--- config.mk ---
export PLATFORM = sky130hd
export DESIGN_NAME = weekly_valve_watering_sequencer
export DESIGN_NICKNAME = d
export VERILOG_FILES = /design/src/sv/wvws_pkg.sv /design/src/sv/weekly_valve_watering_sequencer.sv /design/src/sv/wvws_cfg.sv /design/src/sv/wvws_step.sv
export SDC_FILE = /design/constraint.sdc
export NUM_CORES = 1
export LEC_CHECK = 0
export CELL_PAD_IN_SITES_DETAIL_PLACEMENT = 0
export CELL_PAD_IN_SITES_GLOBAL_PLACEMENT = 1
export CORE_MARGIN = 2
export CORE_UTILIZATION = 48
export DETAILED_ROUTE_END_ITERATION = 10
export DONT_BUFFER_PORTS = 1
export MAX_ROUTING_LAYER = met4
export PLACE_DENSITY = 0.86
export SLEW_MARGIN = 20
export SYNTH_ARGS = -nofsm -noshare
export SYNTH_HDL_FRONTEND = slang
export SYNTH_SLANG_ARGS = --single-unit
export TNS_END_PERCENT = 20
--- constraint.sdc ---
create_clock -name aclk -period 7.7 [get_ports aclk]
set_input_delay 1.54 -clock aclk [delete_from_list [all_inputs] [get_ports aclk]]
set_output_delay 1.54 -clock aclk [all_outputs]
set_load 0.005 [all_outputs]
--- src/sv/wvws_pkg.sv ---
// Package for the weekly valve watering sequencer.
// Holds request/result payload types, configuration and state structs, register indexes.
// No dependencies.
package wvws_pkg;

    localparam int MASK_W    = 49;
    localparam int MINUTES_W = 56;
    localparam int CFG_W     = 56;
    localparam int CFG_IDX_W = 2;
    localparam int SECONDS_W = 15;

    typedef enum logic [CFG_IDX_W-1:0] {
        REG_WEEKDAY_MASKS = 2'd0,
        REG_VALVE_MINUTES = 2'd1,
        REG_START_HOUR    = 2'd2,
        REG_START_MINUTE  = 2'd3
    } cfg_reg_t;

    typedef struct packed {
        logic [4:0] clock_hour;
        logic [5:0] clock_minute;
        logic [2:0] clock_weekday;
    } tick_t;

    typedef struct packed {
        logic [7:0] port_bits;
        logic [2:0] current_valve;
        logic       done_today;
    } result_t;

    typedef struct packed {
        logic [MASK_W-1:0]    weekday_masks;
        logic [MINUTES_W-1:0] valve_minutes;
        logic [4:0]           start_hour;
        logic [5:0]           start_minute;
    } cfg_t;

    typedef struct packed {
        logic [2:0]           valve_index;
        logic [SECONDS_W-1:0] open_seconds;
        logic [2:0]           served_weekday;
        logic [7:0]           port_register;
    } seq_state_t;

endpackage

--- src/sv/weekly_valve_watering_sequencer.sv ---
// Top level of the weekly valve watering sequencer.
// Depends on wvws_pkg, wvws_cfg and wvws_step.
//
// Usage:
//   Input channel s_*: one request per second tick, carrying the wall-clock
//   hour, minute and weekday. Result channel m_*: exactly one result per
//   request, in order: the output port image (bit 0 pump, bit k valve k),
//   the valve index and the done-today flag.
//   Configuration: cfg_we/cfg_index/cfg_data write one register per cycle
//   (weekday masks, valve minutes, start hour, start minute); write only
//   while no request is in flight.
// Path: an accepted request sits in the input register, passes the step logic
//   and lands in the result register once that register is free or being
//   drained; m_valid rises as the result lands there.
// Throughput: one request per cycle while m_ready stays high; the step logic
//   between the input register and the result register is the only path.
// Reset (aresetn low, synchronous): valve index 1, all outputs off, no day
//   served, all configuration registers zero, both registers empty.
// Stall: while m_ready is low the result holds; one more request may wait
//   in the input register, after which s_ready drops until m_ready returns.
module weekly_valve_watering_sequencer #(
    parameter int VALVE_COUNT = 7
) (
    input  logic                           aclk,
    input  logic                           aresetn,
    input  logic                           s_valid,
    output logic                           s_ready,
    input  wvws_pkg::tick_t                s_data,
    output logic                           m_valid,
    input  logic                           m_ready,
    output wvws_pkg::result_t              m_data,
    input  logic                           cfg_we,
    input  logic [wvws_pkg::CFG_IDX_W-1:0] cfg_index,
    input  logic [wvws_pkg::CFG_W-1:0]     cfg_data
);
    import wvws_pkg::*;

    cfg_t       cfg;
    tick_t      tick_reg;
    logic       tick_valid_reg;
    result_t    result_reg;
    logic       result_valid_reg;
    seq_state_t state_reg;
    seq_state_t state_next;
    result_t    result_next;
    logic       advance;

    wvws_cfg u_cfg (
        .aclk      (aclk),
        .aresetn   (aresetn),
        .cfg_we    (cfg_we),
        .cfg_index (cfg_index),
        .cfg_data  (cfg_data),
        .cfg       (cfg)
    );

    wvws_step #(
        .VALVE_COUNT (VALVE_COUNT)
    ) u_step (
        .tick       (tick_reg),
        .cfg        (cfg),
        .state      (state_reg),
        .state_next (state_next),
        .result     (result_next)
    );

    // Advance the held request into the result register when that slot frees.
    assign advance = tick_valid_reg && (!result_valid_reg || m_ready);
    assign s_ready = !tick_valid_reg || advance;
    assign m_valid = result_valid_reg;
    assign m_data  = result_reg;

    always_ff @(posedge aclk) begin
        if (!aresetn) begin
            tick_valid_reg   <= 1'b0;
            result_valid_reg <= 1'b0;
            state_reg.valve_index    <= 3'd1;
            state_reg.open_seconds   <= '0;
            state_reg.served_weekday <= 3'd0;
            state_reg.port_register  <= 8'd0;
        end else begin
            // Capture a new request whenever the input register is free or draining.
            if (s_ready) begin
                tick_valid_reg <= s_valid;
            end
            if (advance) begin
                result_valid_reg <= 1'b1;
                state_reg        <= state_next;
            end else if (m_ready) begin
                // Drop the delivered result.
                result_valid_reg <= 1'b0;
            end
        end
    end

    // Payload registers: no reset needed.
    always_ff @(posedge aclk) begin
        if (s_ready && s_valid) begin
            tick_reg <= s_data;
        end
        if (advance) begin
            result_reg <= result_next;
        end
    end

endmodule

--- src/sv/wvws_cfg.sv ---
// Configuration register file of the weekly valve watering sequencer.
// Depends on wvws_pkg for register indexes and the cfg_t struct.
module wvws_cfg (
    input  logic                             aclk,
    input  logic                             aresetn,
    input  logic                             cfg_we,
    input  logic [wvws_pkg::CFG_IDX_W-1:0]   cfg_index,
    input  logic [wvws_pkg::CFG_W-1:0]       cfg_data,
    output wvws_pkg::cfg_t                   cfg
);
    import wvws_pkg::*;

    cfg_t cfg_reg;

    always_ff @(posedge aclk) begin
        if (!aresetn) begin
            cfg_reg <= '0;
        end else if (cfg_we) begin
            case (cfg_reg_t'(cfg_index))
                REG_WEEKDAY_MASKS: cfg_reg.weekday_masks <= cfg_data[MASK_W-1:0];
                REG_VALVE_MINUTES: cfg_reg.valve_minutes <= cfg_data[MINUTES_W-1:0];
                REG_START_HOUR:    cfg_reg.start_hour    <= cfg_data[4:0];
                REG_START_MINUTE:  cfg_reg.start_minute  <= cfg_data[5:0];
                default:           cfg_reg <= cfg_reg;
            endcase
        end
    end

    assign cfg = cfg_reg;

endmodule

--- src/sv/wvws_step.sv ---
// Next-state and result logic for one second tick of the watering sequencer.
// Depends on wvws_pkg for tick_t, cfg_t, seq_state_t and result_t.
module wvws_step #(
    parameter int VALVE_COUNT = 7
) (
    input  wvws_pkg::tick_t      tick,
    input  wvws_pkg::cfg_t       cfg,
    input  wvws_pkg::seq_state_t state,
    output wvws_pkg::seq_state_t state_next,
    output wvws_pkg::result_t    result
);
    import wvws_pkg::*;

    localparam logic [3:0] VALVE_LAST = 4'(VALVE_COUNT);

    logic                 time_ok;
    logic                 gate;
    logic [2:0]           k_idx;
    logic [7:0]           day_group;
    logic [7:0]           mins;
    logic [SECONDS_W-1:0] limit;
    logic                 enabled;
    logic [2:0]           day_bit;
    logic [3:0]           k_adv;
    logic [7:0]           valve_bit;

    always_comb begin
        // hour and minute compared as one ordered pair
        if (tick.clock_hour != cfg.start_hour) begin
            time_ok = tick.clock_hour > cfg.start_hour;
        end else begin
            time_ok = tick.clock_minute >= cfg.start_minute;
        end
        gate = (tick.clock_weekday != 3'd0) && (tick.clock_weekday != state.served_weekday)
               && time_ok;

        // out-of-range index falls back to valve 1 (k_idx is k-1)
        if (state.valve_index == 3'd0 || {1'b0, state.valve_index} > VALVE_LAST) begin
            k_idx = 3'd0;
        end else begin
            k_idx = state.valve_index - 3'd1;
        end

        day_group = {1'b0, 7'(cfg.weekday_masks >> (6'(k_idx) * 6'd7))};
        day_bit   = tick.clock_weekday - 3'd1;
        enabled   = day_group[day_bit];
        mins      = 8'(cfg.valve_minutes >> {k_idx, 3'b000});
        limit     = (SECONDS_W'(mins) << 6) - (SECONDS_W'(mins) << 2);
        valve_bit = 8'(9'd2 << k_idx);

        state_next = state;
        k_adv      = {1'b0, k_idx} + 4'd1;
        if (gate) begin
            if (enabled) begin
                state_next.port_register = state.port_register | 8'd1 | valve_bit;
                if (state.open_seconds >= limit) begin
                    state_next.port_register = 8'd0;
                    state_next.open_seconds  = '0;
                    k_adv = k_adv + 4'd1;
                end else begin
                    state_next.open_seconds = state.open_seconds + SECONDS_W'(1);
                end
            end else begin
                k_adv = k_adv + 4'd1;
            end
            if (k_adv > VALVE_LAST) begin
                state_next.served_weekday = tick.clock_weekday;
                k_adv = 4'd1;
            end
            state_next.valve_index = k_adv[2:0];
        end

        result.port_bits     = state_next.port_register;
        result.current_valve = state_next.valve_index;
        result.done_today    = (tick.clock_weekday != 3'd0)
                               && (state_next.served_weekday == tick.clock_weekday);
    end

endmodule
==> results_dict.tcl <==
set metrics [dict create \
    syn_inst 1118 \
    final.setup_skew_ps 15.4 \
    min_to "u_cfg.cfg[16]" \
    diodes 0 \
    worst_slew_pin_slew_ps 1050 \
    ys_types 80 \
    hold_path_startpoint "u_cfg.cfg[16]" \
    fmax_mhz 158 \
    synth_seq_cells 173 \
    largest_reg_flops 116 \
    place_inst 1287 \
    finalWirelength_um 25600 \
    clk-insertion-delay-late_ps 440 \
    cts_tree "built" \
    setup-tns-final_ps 0 \
    crit_arrival_ps 6580 \
    num_rows 50 \
    drt-initial-drc-count 704 \
    ir_worst_vdd_mv 0.174 \
    fin_nets 1184 \
    routabilityCongestion 0.942 \
    grt.overflow.total 0 \
    r2r_end "m_data[3]" \
    grt_max_degree 95 \
    worstPathMaxFanout 22 \
    grt_pass1_wl_um 40500 \
    path_clk_slew_ps 70 \
    antenna_found_initial 0 \
    yosysSeqAreaShare_pct 41.0 \
    fp.coreArea_um2 18600 \
    min_period_ps 6350 \
    rr_startpoint "state_reg[28]" \
    cts_made_buffers 17 \
    p_comb_share_pct 31.5 \
    drt_pass1_iterations 5 \
    clock-root-buffer "clkbuf_16" \
    htreeDepth 4 \
    portBuffers 0 \
    vias_per_cell 5.93 \
    status "complete, no violations" \
    post_cts_buffers 0 \
    final_cells 1319 \
    yosysWarnings 0 \
    drtAntennaViolNets 0 \
    clkPwrFrac_pct 31.7 \
    max_slew_margin_pct 30.2 \
    io_pins 91 \
    clock_path_buffers 2 \
    p_leak_nw 3.41 \
    powerDensity_nw_per_um2 273 \
    p_switching_uw 948 \
    hpwl_um 17800 \
    async_reset_ff_share_pct 0 \
    vias 7822 \
    criticalPathCategory "reg2reg" \
    die_area_um2 20000 \
    layout_common_cells "nand2_1, dfxtp_1, a21oi_1" \
    setup_viol 0 \
    netlist_area_um2 9080 \
    grt_pass1_vias 7259 \
    die_w_um 142 \
    initial_utilization_pct 48.7 \
    worstPathRequired_ps 7930 \
    critPathLaunchType "flip-flop" \
    ys.flop_type "dfxtp_1" \
    cp-end-kind "flip-flop" \
    final_layout_size_suffix_gt1_share_pct 7.10 \
    hp-class "reg2reg" \
    drv_slew 0 \
    whs_path_depth 2 \
    drc 0 \
    grt_usage_pct 26.5 \
    p_int_mw 1.70 \
    max_cap_violations 0 \
    syn-num-nets 1230 \
    final_common_cell "nand2_1" \
    rsz0062_at_grt "no" \
    wire_per_inst_um 19.4 \
    p_sw_share_pct 35.8 \
    r2r.worst_path.cells 23 \
    die_h_um 142 \
    hold_viol 0 \
    rrSetupSlack_ps 1350 \
    area_growth_pct 6.96 \
    cts.repair.resized 0 \
    cts_hold_buf 0 \
    postSynthAreaPerCell_um2 8.12 \
    synth_edf_count 26 \
    clock_sinks 173 \
    pwr-share-seq_pct 36.9 \
    post-route-period-util_pct 82.4 \
]
-- cells in the mapped netlist (10+ instances only) --
cell type | n | area, um^2
nand2_1 | 276 | 1040
dfxtp_1 | 147 | 2940
a21oi_1 | 137 | 686
clkbuf_1 | 56 | 210
nor2_1 | 46 | 173
inv_1 | 37 | 139
ha_1 | 35 | 438
edfxtp_1 | 26 | 781
o21a_1 | 22 | 165
o21ai_0 | 22 | 110
mux2i_1 | 21 | 210
nand3_1 | 16 | 80.1
nor3_1 | 16 | 80.1
o211ai_1 | 15 | 113
buf_2 | 13 | 65.1
o22ai_1 | 13 | 81.3
a211oi_1 | 10 | 75.1
-- power by group through the flow --
stage / Sequential, mW / Clock (mW) / Combinational [mW]
final: 0.977 / 0.838 / 0.833
after global routing: 0.979 / 0.891 / 0.921
after CTS: 0.977 / 0.851 / 0.825
after detailed placement: 0.997 / 0 / 0.819
after global placement: 0.997 / 0 / 0.814
after floorplan: 0.985 / 0 / 0.662
-- logic make-up (layout without fill, tap and decap cells) --
family	after synthesis	in the layout	share of synthesized area (%)
xor gates and xnor gates	13	13	1.25
adders and majority gates	37	37	5.04
DFF	173	173	41.0
and+or+nand+nor	445	445	22.3
AOI/OAI and AO/OA	307	307	22.0
buffers and inverters	119	86	5.68
muxes	24	24	2.69
-- routing by layer --
layer / global-route usage (%) / up-vias / share of wire [%]
li1: - / 3847 / -
met1: 35.3 / 3658 / 45
met2: 39.2 / 272 / 45
met3: 6.92 / 45 / 7.7
met4: 8.74 / 0 / 2.3
met5: - / - / 0
-- critical path: stages (launching register included) --
cell       delay, ps
dfxtp_1          710
inv_1            140
ha_1             370
buf_4            270
nor2_1           100
buf_4            250
nor4_1            70
a2111oi_0        610
a21oi_1          200
ha_1             370
inv_1             70
a211oi_1         200
a41oi_1          190
o21a_1           250
a2111oi_0        440
nor3_1           120
ha_1             200
a2111o_1         320
o22a_1           210
o31ai_2           60
buf_4            300
o21ai_2          190
and2_0           190
o41ai_1          300
-- through the flow --
| stage | total power, mW | util (%) | worst slack (ps) | hold slack (ps) | instance area (um^2) |
|---|---|---|---|---|---|
| 2_1_floorplan | 1.65 | - | 1360 | 431 | 9080 |
| 3_3_place_gp | 1.81 | 49.0 | 1580 | 443 | 9140 |
| 3_5_place_dp | 1.82 | 49.0 | 1480 | 446 | 9140 |
| 4_1_cts | 2.65 | 52.1 | 1430 | 458 | 9710 |
| 5_1_grt | 2.79 | 52.1 | 862 | 479 | 9710 |
| 6_report | 2.65 | 52.1 | 1350 | 456 | 9710 |
-- final cells by class --
cell class,instances,area (um^2)
clock buffer,17,425
multi-input combinational,826,4860
clock inverter,15,151
inverter,39,148
sequential,173,3720
fill,1843,8930
timing repair buffer,15,113
tap,234,293
-- worst max path at each step --
stage                       start   endpoint  slack (ps)
global placement    state_reg[26]  m_data[3]        1580
floorplan           state_reg[27]  m_data[2]        1360
finish              state_reg[28]  m_data[3]        1350
CTS                 state_reg[28]  m_data[3]        1430
global route        state_reg[28]  m_data[3]         860
detailed placement  state_reg[28]  m_data[2]        1480
Power figures use the tool's default switching activity.
